### src/rtl/lru_cache_with_miss_lock_defines.svh
// assertion helpers for the top-level rtl file
`ifndef LRU_CACHE_WITH_MISS_LOCK_DEFINES_SVH
`define LRU_CACHE_WITH_MISS_LOCK_DEFINES_SVH

// same-cycle implication, checked outside reset
`define LRUC_ASSERT_NOW(label, ante, cons) \
  label: assert property (@(posedge clk) disable iff (rst) (ante) |-> (cons)) \
    else $error("lruc assertion failed");

// next-cycle implication, checked outside reset
`define LRUC_ASSERT_NEXT(label, ante, cons) \
  label: assert property (@(posedge clk) disable iff (rst) (ante) |=> (cons)) \
    else $error("lruc assertion failed");

`endif

### src/rtl/lruc_pkg.sv
`default_nettype none
package lruc_pkg;

  localparam int MAX_ENTRIES = 16;
  localparam int IDW   = 31;
  localparam int TIMEW = 32;
  localparam int CAPW  = 5;
  localparam int LATW  = 16;
  localparam int IDXW  = 1;
  localparam int CNTW  = $clog2(MAX_ENTRIES + 1);
  // width for comparing capacity against cell positions
  localparam int CMPW  = (CNTW > CAPW) ? CNTW : CAPW;

  localparam logic [IDXW-1:0] REG_CAPACITY = 1'd0;
  localparam logic [IDXW-1:0] REG_LATENCY  = 1'd1;

  localparam logic [1:0] ST_HIT    = 2'd0;
  localparam logic [1:0] ST_FETCH  = 2'd1;
  localparam logic [1:0] ST_REFUSE = 2'd2;

  localparam logic [CAPW-1:0] CAP_RESET = 5'd16;
  localparam logic [LATW-1:0] LAT_RESET = 16'd100;

  typedef struct packed {
    logic           look;   // compare key against stored id
    logic [IDW-1:0] key;
    logic           upd;    // apply move-to-front or insert
    logic           fetch;  // insert rather than move
  } cell_ctl_t;

endpackage
`default_nettype wire

### src/rtl/lruc_cell.sv
`default_nettype none
module lruc_cell (
  input  wire                            clk,
  input  wire                            rst,
  input  lruc_pkg::cell_ctl_t            ctl,
  input  wire                            take,
  input  wire                            cap_ok,
  input  wire  [lruc_pkg::IDW-1:0]       prev_id,
  input  wire                            prev_valid,
  output logic [lruc_pkg::IDW-1:0]       id,
  output logic                           valid,
  output logic                           match
);

  // control state
  always_ff @(posedge clk) begin
    if (rst) begin
      valid <= 1'b0;
      match <= 1'b0;
    end else begin
      if (ctl.look) begin
        match <= valid && (id == ctl.key);
      end
      if (ctl.upd && take && ctl.fetch) begin
        // entries pushed past the capacity drop out
        valid <= prev_valid && cap_ok;
      end
    end
  end

  // payload takes the neighbor's id on a shift
  always_ff @(posedge clk) begin
    if (ctl.upd && take) begin
      id <= prev_id;
    end
  end

endmodule
`default_nettype wire

### src/rtl/lru_cache_with_miss_lock.sv
`default_nettype none
`include "lru_cache_with_miss_lock_defines.svh"
// Fully associative LRU cache of content ids with a lock on the backing
// memory after each fetch. The entries sit in a row of cells ordered by
// recency, most recent in cell 0; a hit moves its entry to the front and
// a fetch pushes the whole row down by one, dropping what falls past the
// capacity. In the accept cycle every cell compares its id against the
// key; in the update state the row shifts and the result is loaded into
// the output register. The result register holds a finished word while
// the next request is accepted; if it is still occupied when the next
// result is due, the update waits for it. The cache comes out of reset
// empty, with no clearing pass. The user must write capacity and latency
// (wr_en/wr_index/wr_data) only while the block idles; it is not enforced.
module lru_cache_with_miss_lock (
  input  wire                           clk,
  input  wire                           rst,
  input  wire                           in_valid,
  output logic                          in_ready,
  input  wire                           mode,
  input  wire  [lruc_pkg::IDW-1:0]      lookup_id,
  input  wire  [lruc_pkg::TIMEW-1:0]    now,
  output logic                          out_valid,
  input  wire                           out_ready,
  output logic [1:0]                    status,
  output logic [lruc_pkg::TIMEW-1:0]    ready_time,
  input  wire                           wr_en,
  input  wire  [lruc_pkg::IDXW-1:0]     wr_index,
  input  wire  [lruc_pkg::LATW-1:0]     wr_data
);

  localparam int N = lruc_pkg::MAX_ENTRIES;
  localparam int CMPW = lruc_pkg::CMPW;
  localparam int TW = lruc_pkg::TIMEW;

  typedef enum logic {S_IDLE, S_UPD} state_t;

  state_t                        state;
  logic [lruc_pkg::CAPW-1:0]     capacity;
  logic [lruc_pkg::LATW-1:0]     fetch_latency;
  logic [TW-1:0]                 lock_until;
  logic                          req_mode;
  logic [lruc_pkg::IDW-1:0]      req_id;
  logic [TW-1:0]                 req_now;

  lruc_pkg::cell_ctl_t           ctl;
  logic [N-1:0]                  match_vec;
  logic [N-1:0]                  valid_vec;
  logic [N-1:0]                  seen;
  logic [N-1:0]                  cap_ok;
  logic [lruc_pkg::IDW-1:0]      id_vec [N];

  logic                          accept;
  logic                          out_free;
  logic                          hit;
  logic                          refuse;
  logic                          load;
  logic [TW:0]                   end_sum;
  logic [TW-1:0]                 lock_end;
  logic [CMPW-1:0]               cap_wide;
  logic [CMPW-1:0]               cap_eff;

  assign in_ready = (state == S_IDLE);
  assign accept   = in_valid && in_ready;
  assign out_free = !out_valid || out_ready;
  assign load     = (state == S_UPD) && out_free;
  assign hit      = |match_vec;
  assign refuse   = !hit && (req_mode || (req_now < lock_until));

  assign end_sum  = {1'b0, req_now} + {{(TW + 1 - lruc_pkg::LATW){1'b0}}, fetch_latency};
  assign lock_end = end_sum[TW] ? {TW{1'b1}} : end_sum[TW-1:0];

  // capacity zero acts as one, above the row size acts as the row size
  assign cap_wide = CMPW'(capacity);
  always_comb begin
    cap_eff = cap_wide;
    if (cap_wide == '0) begin
      cap_eff = CMPW'(1);
    end else if (cap_wide > CMPW'(N)) begin
      cap_eff = CMPW'(N);
    end
  end

  always_comb begin
    ctl.look  = accept;
    ctl.key   = lookup_id;
    ctl.upd   = load && !refuse;
    ctl.fetch = !hit;
  end

  genvar i;
  generate
    for (i = 0; i < N; i++) begin : g_cell
      // cells up to and including the hit one shift down
      assign seen[i]   = |match_vec[N-1:i];
      assign cap_ok[i] = (CMPW'(i) < cap_eff);
      if (i == 0) begin : g_head
        lruc_cell u_cell (
          .clk        (clk),
          .rst        (rst),
          .ctl        (ctl),
          .take       (ctl.fetch || seen[i]),
          .cap_ok     (cap_ok[i]),
          .prev_id    (req_id),
          .prev_valid (1'b1),
          .id         (id_vec[i]),
          .valid      (valid_vec[i]),
          .match      (match_vec[i])
        );
      end else begin : g_body
        lruc_cell u_cell (
          .clk        (clk),
          .rst        (rst),
          .ctl        (ctl),
          .take       (ctl.fetch || seen[i]),
          .cap_ok     (cap_ok[i]),
          .prev_id    (id_vec[i-1]),
          .prev_valid (valid_vec[i-1]),
          .id         (id_vec[i]),
          .valid      (valid_vec[i]),
          .match      (match_vec[i])
        );
      end
    end
  endgenerate

  always_ff @(posedge clk) begin
    if (rst) begin
      state         <= S_IDLE;
      out_valid     <= 1'b0;
      lock_until    <= '0;
      capacity      <= lruc_pkg::CAP_RESET;
      fetch_latency <= lruc_pkg::LAT_RESET;
    end else begin
      if (wr_en) begin
        case (wr_index)
          lruc_pkg::REG_CAPACITY: capacity      <= wr_data[lruc_pkg::CAPW-1:0];
          lruc_pkg::REG_LATENCY:  fetch_latency <= wr_data;
          default: ;
        endcase
      end
      if (load) begin
        out_valid <= 1'b1;
      end else if (out_ready) begin
        out_valid <= 1'b0;
      end
      case (state)
        S_IDLE: begin
          if (accept) begin
            state <= S_UPD;
          end
        end
        S_UPD: begin
          if (out_free) begin
            state <= S_IDLE;
            if (!hit && !refuse) begin
              lock_until <= lock_end;
            end
          end
        end
        default: state <= S_IDLE;
      endcase
    end
  end

  // request and result payload
  always_ff @(posedge clk) begin
    if (accept) begin
      req_mode <= mode;
      req_id   <= lookup_id;
      req_now  <= now;
    end
    if (load) begin
      if (hit) begin
        status     <= lruc_pkg::ST_HIT;
        ready_time <= req_now;
      end else if (refuse) begin
        status     <= lruc_pkg::ST_REFUSE;
        ready_time <= '0;
      end else begin
        status     <= lruc_pkg::ST_FETCH;
        ready_time <= lock_end;
      end
    end
  end

  // ids in the row are distinct, so at most one cell can match
  `LRUC_ASSERT_NOW(a_one_match, state == S_UPD, $onehot0(match_vec))
  // valid entries always form a prefix of the row
  `LRUC_ASSERT_NOW(a_prefix, 1'b1, ((valid_vec + 1'b1) & valid_vec) == '0)
  // a fetch leaves the new entry at the front
  `LRUC_ASSERT_NEXT(a_front, ctl.upd && ctl.fetch, valid_vec[0] && (id_vec[0] == req_id))
  // a fetch result reports the new lock end
  `LRUC_ASSERT_NEXT(a_lock, ctl.upd && ctl.fetch, lock_until == ready_time)

endmodule
`default_nettype wire
### config.mk
export PLATFORM = sky130hd
export DESIGN_NAME = lru_cache_with_miss_lock
export DESIGN_NICKNAME = d
export VERILOG_FILES = /design/src/rtl/lruc_pkg.sv /design/src/rtl/lruc_cell.sv /design/src/rtl/lru_cache_with_miss_lock.sv
export VERILOG_INCLUDE_DIRS = /design/src /design/src/rtl
export SDC_FILE = /design/constraint.sdc
export NUM_CORES = 1
export LEC_CHECK = 0
export BUFFER_PORTS_ARGS = -buffer_cell sky130_fd_sc_hd__buf_4
export CAP_MARGIN = 0
export CELL_PAD_IN_SITES_DETAIL_PLACEMENT = 1
export CELL_PAD_IN_SITES_GLOBAL_PLACEMENT = 1
export CORE_MARGIN = 5
export CORE_UTILIZATION = 30
export DETAILED_ROUTE_END_ITERATION = 10
export PLACE_DENSITY = 0.53
export SYNTH_ARGS = -nofsm -noshare
export SYNTH_HDL_FRONTEND = slang
export SYNTH_SLANG_ARGS = --single-unit
export TNS_END_PERCENT = 5
### constraint.sdc
create_clock -name clk -period 5.4 [get_ports clk]
set_clock_uncertainty 0.1 [all_clocks]
set_input_delay 0.81 -clock clk [delete_from_list [all_inputs] [get_ports clk]]
set_output_delay 0.81 -clock clk [all_outputs]
set_load 0.03 [all_outputs]
Word level (Yosys, flattened, before mapping)
Cells that the tools add are included.
- flip-flop bits (word level): 681
- output and inout bits: 36
- add/sub/neg operators: 1
- order comparisons: 18
- equal/unequal tests: 16
- mux-type cells: 11
- bitwise operators: 2
- reductions and logical operators: 107
- operators with widths (cell ; count):
    31-bit == test ; 16
    32-bit two-way mux ; 3
    1-bit logical AND ; 67
    4-bit by 5-bit less-than comparator with 1-bit output (first input constant) ; 8
    32-bit by 16-bit adder with 33-bit output ; 1
    32-bit less-than comparator ; 1
    3-bit by 5-bit less-than comparator with 1-bit output (first input constant) ; 4
    1-bit logical OR ; 17
    16-bit OR reduction ; 1
    15-bit OR reduction ; 1
    14-bit OR reduction ; 1
    13-bit OR reduction ; 1
    12-bit OR reduction ; 1
    11-bit OR reduction ; 1
    1-bit by 5-bit less-than comparator with 1-bit output (first input constant) ; 2
    2-bit by 5-bit less-than comparator with 1-bit output (first input constant) ; 2
    5-bit two-way mux ; 2
    10-bit OR reduction ; 1
    9-bit OR reduction ; 1
    8-bit OR reduction ; 1
    7-bit OR reduction ; 1
    6-bit OR reduction ; 1
    5-bit greater-than comparator (second input constant) ; 1
    5-bit zero test ; 1
    other kinds (12) ; 19

Longest topological paths before layout
Gate-level depths: netlist (run 1).
- depth after elaboration: 7
- gate-level depth with buffers: 11
- gate-level depth less buffers: 9

By module
A second synthesis (run 1) with hierarchy kept.
- cells, all modules: 2079
- area total of the unflattened synthesis: 29299.4 µm²
- modules (own cells, without submodules) (module ; instances ; cells an instance ; area an instance (µm²) ; seq. area each (µm²)):
    lruc_cell ; 16 ; 82 ; 1346.3 ; 970.9
    lru_cache_with_miss_lock ; 1 ; 767 ; 7758.7 ; 4043.9

Least setup slack after synthesis (run 1)
No wires, ideal clock.
- path type: flip-flop to flip-flop
- start point: register req_now[30]
- end point: register g_cell[10].g_body.u_cell.id[0] (netlist bit) (enable)
- setup time: 429 ps
- arrival time: 3590 ps
- data required time: 4871 ps
- path slack: 1280 ps
- stages on the path, launching flop included: 10
- path buffers: 1
- cells stage by stage: edfxtp_1 > ha_1 > nand3_1 > nor4_1 > a22oi_1 > a31oi_1 > a21o_1 > o21ai_1 > clkbuf_1 > a21oi_1
- word-level cells in the longest chain between the ends: 6
- ends and longest elaborated chain (item ; RTL line ; source):
    start, declared ; lru_cache_with_miss_lock.sv:43 ; logic [TW-1:0] req_now;
    start signal, assigned ; lru_cache_with_miss_lock.sv:170 ; req_now <= now;
    32-bit less-than comparator ; lru_cache_with_miss_lock.sv:67 ; assign refuse = !hit && (req_mode || (req_now < lock_until));
    1-bit logical OR ; lru_cache_with_miss_lock.sv:67 ;
    1-bit logical AND ; lru_cache_with_miss_lock.sv:67 ;
    1-bit zero test ; lru_cache_with_miss_lock.sv:86 ; ctl.upd = load && !refuse;
    1-bit logical AND ; lru_cache_with_miss_lock.sv:86 ;
    1-bit logical AND ; lruc_cell.sv:33 ; if (ctl.upd && take) begin
    end signal, assigned ; lruc_cell.sv:34 ; id <= prev_id;
    end, declared ; lruc_cell.sv:10 ; output logic [lruc_pkg::IDW-1:0] id,
Every way passes these cells.
A chain may end at the register's enable or synchronous reset.

Worst setup path after layout (run 1)
- start point: register req_now[0]
- end point: register ready_time[30] (netlist bit), data pin
- word-level cells in the longest chain between the ends: 5
- elaborated cells on any way between the ends: 7
- ends and longest elaborated chain (item ; RTL line ; source):
    32-bit less-than comparator ; lru_cache_with_miss_lock.sv:67 ;
    1-bit logical OR ; lru_cache_with_miss_lock.sv:67 ;
    1-bit logical AND ; lru_cache_with_miss_lock.sv:67 ;
    32-bit two-way mux (*) ; lru_cache_with_miss_lock.sv:176 ; end else if (refuse) begin
    32-bit two-way mux (*) ; lru_cache_with_miss_lock.sv:173 ; if (hit) begin
    end signal, assigned ; lru_cache_with_miss_lock.sv:175 ; ready_time <= req_now;
    end signal, assigned ; lru_cache_with_miss_lock.sv:181 ; ready_time <= lock_end;
    end, declared ; lru_cache_with_miss_lock.sv:25 ; output logic [lruc_pkg::TIMEW-1:0] ready_time,
Mark *: on every way between the ends. The rest lies on a longest branch, timed or not.

==> summary.md, run 1 <==
| Metric | Value |
|---|---|
| Core area | 98000 µm² |
| CTS tree | yes |
| Die area | 105000 µm² |
| Via count | 17206 |
| Critical Path RT | 5.68 ns |
| EDFF count, synth | 594 |
| Total clock sinks | 681 |
| Die Y | 323 µm |
| PD cells | 360 nW/µm² |
| # hold bufs at CTS | 0 |
| Syn nets | 2252 |
| Routed len/inst | 23.8 µm |
| Boundary Pins | 122 |
| Largest net degree at the start of global routing | 89 |
| Pwr Total | 12300 µW |
| Mean post-synth cell area | 13.9 µm² |
| Top cell type's share of synthesized area | 0.605 |
| Die width | 323 µm |
| Global-route wire length before repair | 124 mm |
| Leakage | 0.0111 µW |
| Max Clk Rate | 0.244 GHz |
| Hold depth | 1 |
| Clk buf depth | 3 |
| Arrival time at the worst endpoint | 4.38 ns |
| Gr ovfl total | 0 |
| Initial Utilization | 0.301 |
| Min-delay src | now[28] |
| Distinct cells, synth | 62 |
| Actual slew at the worst max-slew pin | 1.28 ns |
| Placed Instance Area | 31800 µm² |
| Vias/cell | 4.80 |
| Post-synth top area cell | edfxtp_1 |
| DR DRC count | 0 |
| Max VDD drop | 0.213 mV |
| Area delta synth->final | 16.5% |
| Antenna viol nets, final | 0 |
| Fin. Hold Viols | 0 |
| Max FO, Critical Path | 11 |
| Final #Nets | 2366 |
| Max-slew violations | 0 |
| RSZ-0062 raised after global routing | no |
| Post-synthesis cell count | 2118 |
| # rows | 115 |
| TritonCTS Buffers | 77 |
| GP Congestion | 0.809 |
| R2r endpoint | ready_time[30]$_DFFE_PP_ |
| Critical path launch point type | flop |
| Tcrit/Tclk final | 0.759 |
| Synth warn | 0 |
| Ys flop type | edfxtp_1 |
| DR iter-0 viols | 922 |
| Number of global-route vias before repair | 18795 |
| DR pass1 iterations | 5 |
| Clock Latency Late Sink | 0.63 ns |
| Post-cts sizing count | 0 |
| Synth top area cells | edfxtp_1, xnor2_1, dfxtp_1 |
| Tightest Hold Check Type | input port to flop |
| Most common cell in the synthesized netlist | edfxtp_1 |
| Setup TNS | 0 ns |
| Worst-path clk slew | 0.06 ns |
| Port Buffer Count | 121 |
| Setup violators final | 0 |
| Synth cell count leaders | edfxtp_1, xnor2_1, xor2_1 |
| Max-slew headroom | 0.149 |
| CTS root buf | clkbuf_16 |
| Minimum setup slack among reg-to-reg paths | 1.30 ns |
| Critical path type | flop to flop |
| Post-CTS Setup Inserts | 0 |
| Async SR Flop Fraction | 0 |
| Post-Synthesis Cell Area | 29500 µm² |
| GRT Util Overall | 0.160 |
| Cells on worst reg2reg path | 9 |
| CTS HTree Levels | 3 |
| Detail Placement HPWL | 61.6 mm |
| Min-Delay Endpoint | req_now[28]$_DFFE_PP_ |
| Post-route cell area | 34300 µm² |
| Final wirelength | 85.1 mm |
| Antenna violations before repair | 1 |
| Worst r2r src | req_now[0]$_DFFE_PP_ |
| Tmin final | 4.10 ns |
| Layout cells sized above 1 | 0.126 |
| Seq/Total Area, Yosys | 0.664 |
| Status | finished clean |
| Max Cap Viol | 0 |
| FF+latch count, synth | 681 |
| Fill count | 10262 |
| CP endpoint kind | flop |
==> worst max path at each step <==
stage                               start                                        to  slack, ns
floorplan           req_now[30]$_DFFE_PP_  g_cell[10].g_body.u_cell.id[0]$_DFFE_PP_       1.28
finish               req_now[0]$_DFFE_PP_                  ready_time[30]$_DFFE_PP_       1.30
global placement     req_now[0]$_DFFE_PP_                  ready_time[30]$_DFFE_PP_       1.48
detailed placement   req_now[0]$_DFFE_PP_                  ready_time[30]$_DFFE_PP_       1.40
CTS                  req_now[0]$_DFFE_PP_                  ready_time[30]$_DFFE_PP_       1.39
global route         req_now[0]$_DFFE_PP_                  ready_time[30]$_DFFE_PP_       1.07
==> cells in the final DEF (no fill, tap or decap), drive strengths merged, types with 3 or more instances in the layout <==
cell,count
a211oi,27
a21boi,4
a21o,13
a21oi,84
a22oi,3
a2bb2oi,3
a31oi,29
and2,5
and3,4
buf,142
bufinv,8
clkbuf,94
clkinv,35
dfxtp,87
edfxtp,594
ha,47
inv,51
mux2i,24
nand2,101
nand2b,9
nand3,33
nand3b,3
nand4,105
nor2,88
nor2b,9
nor3,12
nor4,72
o211ai,5
o21a,10
o21ai,29
o21bai,5
o22a,4
o22ai,3
o31ai,14
or3,3
xnor2,351
xor2,165
==> final cells by class <==
type                    count  area [µm²]  area share
well taps                1287        1610      0.0469
diodes                      1        2.50   0.0000729
clock buffers              94        2020      0.0589
multi-input cells        1282        9360       0.273
flip-flops and latches    681       19600       0.570
inverters                  48         181     0.00529
clock inverters            47         505      0.0147
repair buffers            142        1070      0.0311
==> flip-flops by register name, indices dropped and copies added, names as in the netlist, 2 cells and up <==
| register | cells |
|---|---|
| cap_wide | 5 |
| fetch_latency | 16 |
| g_cell.g_body.u_cell.id | 465 |
| g_cell.g_body.u_cell.match | 15 |
| g_cell.g_body.u_cell.valid | 15 |
| g_cell.g_head.u_cell.id | 31 |
| lock_until | 32 |
| ready_time | 32 |
| req_id | 31 |
| req_now | 32 |
| status | 2 |
==> stage by stage <==
stage,hold WS [ns],worst slack [ns],instances,util
2_1_floorplan,0.300,1.28,2118,-
3_3_place_gp,0.301,1.48,3440,0.324
3_5_place_dp,0.306,1.40,3440,0.324
4_1_cts,0.202,1.39,3581,0.350
5_1_grt,0.217,1.07,3582,0.350
6_report,0.255,1.30,3582,0.350
==> power by group <==
group          internal (µW)  total (µW)  leakage (µW)  switching, µW
Clock                   3070        5260       0.00124           2190
Combinational            361        1000       0.00369            641
Sequential              5940        6080       0.00616            142
Total                   9380       12300        0.0111           2970
==> cells by family after synthesis <==
| kind of cell | Yosys count | synth area share |
|---|---|---|
| mux | 25 | 0.00854 |
| flops | 681 | 0.664 |
| simple gates | 449 | 0.0794 |
| compound gates | 244 | 0.0526 |
| xor+xnor | 516 | 0.153 |
| buf+inv | 155 | 0.0210 |
| fa+ha+maj | 48 | 0.0206 |
==> worst max-delay path, cell delays in order, from the launching register on <==
cell and delay, ns:
edfxtp_1 0.41, ha_1 0.24, fa_1 0.44, a211oi_1 0.33, o21ai_0 0.22, o21ai_0 0.74, a31oi_1 0.59, and4_1 0.45
a21oi_1 0.15, o21ba_2 0.17
==> per-layer routing <==
| metal | GRT usage | vias up | part of all wire |
|---|---|---|---|
| met5 | 0 | - | 0 |
| met4 | 0.0506 | 0 | 0.030 |
| met3 | 0.0226 | 141 | 0.031 |
| met2 | 0.282 | 302 | 0.50 |
| met1 | 0.204 | 8781 | 0.43 |
| li1 | - | 7982 | - |
Power figures use the tool's default switching activity.
==> run 2, diff against run 1 <==
==> constraint.sdc (replaced) <==
create_clock -name clk -period 3.9 [get_ports clk]
set_clock_uncertainty 0.1 [all_clocks]
set_input_delay 0.585 -clock clk [delete_from_list [all_inputs] [get_ports clk]]
set_output_delay 0.585 -clock clk [all_outputs]
set_load 0.03 [all_outputs]
==> summary.md, run 2 (synthesis gave the netlist of run 1 again) <==
| Metric | Value |
|---|---|
| Status | finished clean |
| Antenna violations before repair | 0 (-1) |
| Max Clk Rate | 0.275 GHz (+13%) |
| Placed Instance Area | 31900 µm² (+0.43%) |
| DR iter-0 viols | 1078 (+17%) |
| Post-CTS Setup Inserts | 0 (unchanged) |
| Clock group share of total power | 0.430 (+0.004) |
| Max incr delay on CP | 0.61 ns (-0.13 ns) |
| Via count | 17344 (+0.80%) |
| Tightest Hold Check Type | input port to flop |
| Final wirelength | 86.7 mm (+1.8%) |
| Setup violators final | 0 (unchanged) |
| Post-route cell area | 34600 µm² (+0.79%) |
| Max VDD drop | 0.367 mV (+72%) |
| DR pass1 iterations | 4 (-1) |
| Pwr Total | 17300 µW (+40%) |
| Total clock sinks | 681 (unchanged) |
| CTS tree | yes |
| Pre-CTS setup slack | 0.305 ns (-1.09 ns) |
| Slowest CP cell | and2_1 |
| Max-slew violations | 0 (unchanged) |
| Hold depth | 1 (unchanged) |
| Number of global-route vias before repair | 18788 (-0.037%) |
| Clk buf depth | 3 (unchanged) |
| Gr ovfl total | 0 (unchanged) |
| Routed len/inst | 24.0 µm (+1.0%) |
| Max FO, Critical Path | 16 (+5) |
| Final #Nets | 2395 (+1.2%) |
| Arrival time at the worst endpoint | 3.99 ns (-0.39 ns) |
| Internal power | 13200 µW (+41%) |
| Most common library cell in the layout ignoring fill and taps | edfxtp_1 |
| Critical Path RT | 4.26 ns (-1.42 ns) |
| Combinational fraction of design power | 0.082 (about the same) |
| Global-route wire length before repair | 127 mm (+2.5%) |
| # hold bufs at CTS | 11 (+11) |
| Final WS setup | 0.267 ns (-1.03 ns) |
| TritonCTS Buffers | 77 (unchanged) |
| Most frequent cells in the layout | edfxtp_1, xnor2_1, xor2_1 |
| Max-slew headroom | 0.270 (+0.121) |
| Largest net degree at the start of global routing | 89 (unchanged) |
| Worst-path clk slew | 0.06 ns (about the same) |
| Antenna viol nets, final | 0 (unchanged) |
| # diodes | 0 (-1) |
| DR DRC count | 0 (unchanged) |
| Core area | 98000 µm² (unchanged) |
| Crit-path leading delay family | compound AO/OA/AOI/OAI gates |
| R2r endpoint | lock_until[26]$_SDFFE_PP0P_ |
| Worst r2r src | req_now[0]$_DFFE_PP_ |
| Bufs and invs on worst path | 1 (+1) |
| Port Buffer Count | 121 (unchanged) |
| Area delta synth->final | 17.4% |
| Clock Latency Late Sink | 0.63 ns (about the same) |
| Max reg flops | 465 (unchanged) |
| Min-Delay Endpoint | req_now[16]$_DFFE_PP_ |
| CTS HTree Levels | 3 (unchanged) |
| Max Cap Viol | 0 (unchanged) |
| Critical path launch point type | flop |
| Initial Utilization | 0.301 (unchanged) |
| CTS root buf | clkbuf_16 |
| # rows | 115 (unchanged) |
| Boundary Pins | 122 (unchanged) |
| NetSw | 4070 µW (+37%) |
| PD cells | 499 nW/µm² (+39%) |
| Hold WS | 0.0508 ns (-0.204 ns) |
| Leakage | 0.0112 µW (+1.2%) |
| Worst path cell trace | ha_1 -> fa_1 -> a211oi_1 -> o21ai_0 -> o21ai_0 -> buf_4 -> a31o_2 -> and2_1 -> a211oi_1 |
| Vias/cell | 4.81 (about the same) |
| Min-delay src | now[16] |
| Die width | 323 µm (unchanged) |
| Fin. Hold Viols | 0 (unchanged) |
| RSZ-0062 raised after global routing | no |
| CP endpoint kind | flop |
| Actual slew at the worst max-slew pin | 1.09 ns (-0.182 ns) |
| GP Congestion | 0.841 (+4.0%) |
| Critical path type | flop to flop |
| Die area | 105000 µm² (unchanged) |
| Die Y | 323 µm (unchanged) |
| Tcrit/Tclk final | 0.931 (+0.173) |
| Net Sw Frac | 0.236 (-0.00490) |
| Minimum setup slack among reg-to-reg paths | 0.27 ns (-1.03 ns) |
| GRT Util Overall | 0.164 (+0.00356) |
| Tmin final | 3.63 ns (-0.465 ns) |
| Post-cts sizing count | 0 (unchanged) |
| Layout cells sized above 1 | 0.131 (+0.00494) |
| Sequential share of power | 0.488 (-0.005) |
| Non-filler cells in the finished layout | 3609 (+0.75%) |
| Detail Placement HPWL | 62.5 mm (+1.5%) |
| Reg with most FFs | g_cell.g_body.u_cell.id |
| Cells on worst reg2reg path | 9 (unchanged) |
| Cells after DPL | 3458 (+0.52%) |
-- run 2: changes by cell type in the layout (fill, tap and decap cells not counted), moves of 2 or more --
cell / change
bufinv_16: +4
inv_6: -3
clkinv_8: +2
clkinv_1: -3
dlygate4sd3_1: +11
buf_4: +18
clkinvlp_4: +2
clkinv_4: -3
clkbuf_1: +5
-- run 2: cell type report --
cell class / count / area [µm²]
flip-flops and latches: 681 / 19600
inverters: 48 / 181
multi-input cells: 1282 / 9360
clock buffers: 97 / 2000
clock inverters: 43 / 554
repair buffers: 171 / 1310
well taps: 1287 / 1610
fillers: 10211 / 63400
-- run 2: worst max path at each step --
stage | cells past startpoint | end | slack [ns] | from
after global placement | 10 | g_cell[14].g_body.u_cell.id[16]$_DFFE_PP_ | 0.34 | req_now[9]$_DFFE_PP_
final | 9 | lock_until[26]$_SDFFE_PP0P_ | 0.27 | req_now[0]$_DFFE_PP_
after floorplan | 9 | g_cell[7].g_body.u_cell.id[0]$_DFFE_PP_ | -0.01 | req_now[30]$_DFFE_PP_
after CTS | 10 | g_cell[14].g_body.u_cell.id[14]$_DFFE_PP_ | 0.26 | req_now[9]$_DFFE_PP_
after detailed placement | 10 | g_cell[14].g_body.u_cell.id[10]$_DFFE_PP_ | 0.30 | req_now[9]$_DFFE_PP_
after global routing | 9 | lock_until[30]$_SDFFE_PP0P_ | 0.08 | req_now[0]$_DFFE_PP_
-- run 2: worst reg2reg max path: stages, from the launching register on --
cell	delay, ns
edfxtp_1	0.40
ha_1	0.23
fa_1	0.44
a211oi_1	0.33
o21ai_0	0.22
o21ai_0	0.35
buf_4	0.21
a31o_2	0.40
and2_1	0.61
a211oi_1	0.18
-- run 2: through the flow --
step	util	TNS [ns]
3_5_place_dp	0.326	0
5_1_grt	0.353	0
2_1_floorplan	-	-4.13
4_1_cts	0.353	0
3_3_place_gp	0.326	0
6_report	0.353	0
-- run 2: per-layer routing --
metal,vias up,track usage,part of all wire
met5,-,0,0
met4,0,0.0343,0.018
met3,96,0.0229,0.028
met2,268,0.293,0.51
met1,8950,0.212,0.44
li1,8030,-,-
-- run 2: power groups by stage --
| stage | Combinational, µW | Clock [µW] | Sequential [µW] |
|---|---|---|---|
| after floorplan | 865 | 0 | 8550 |
| after global placement | 1410 | 0 | 8560 |
| after detailed placement | 1430 | 0 | 8570 |
| after CTS | 1450 | 7630 | 8420 |
| after global routing | 1540 | 7960 | 8440 |
| final | 1420 | 7420 | 8410 |
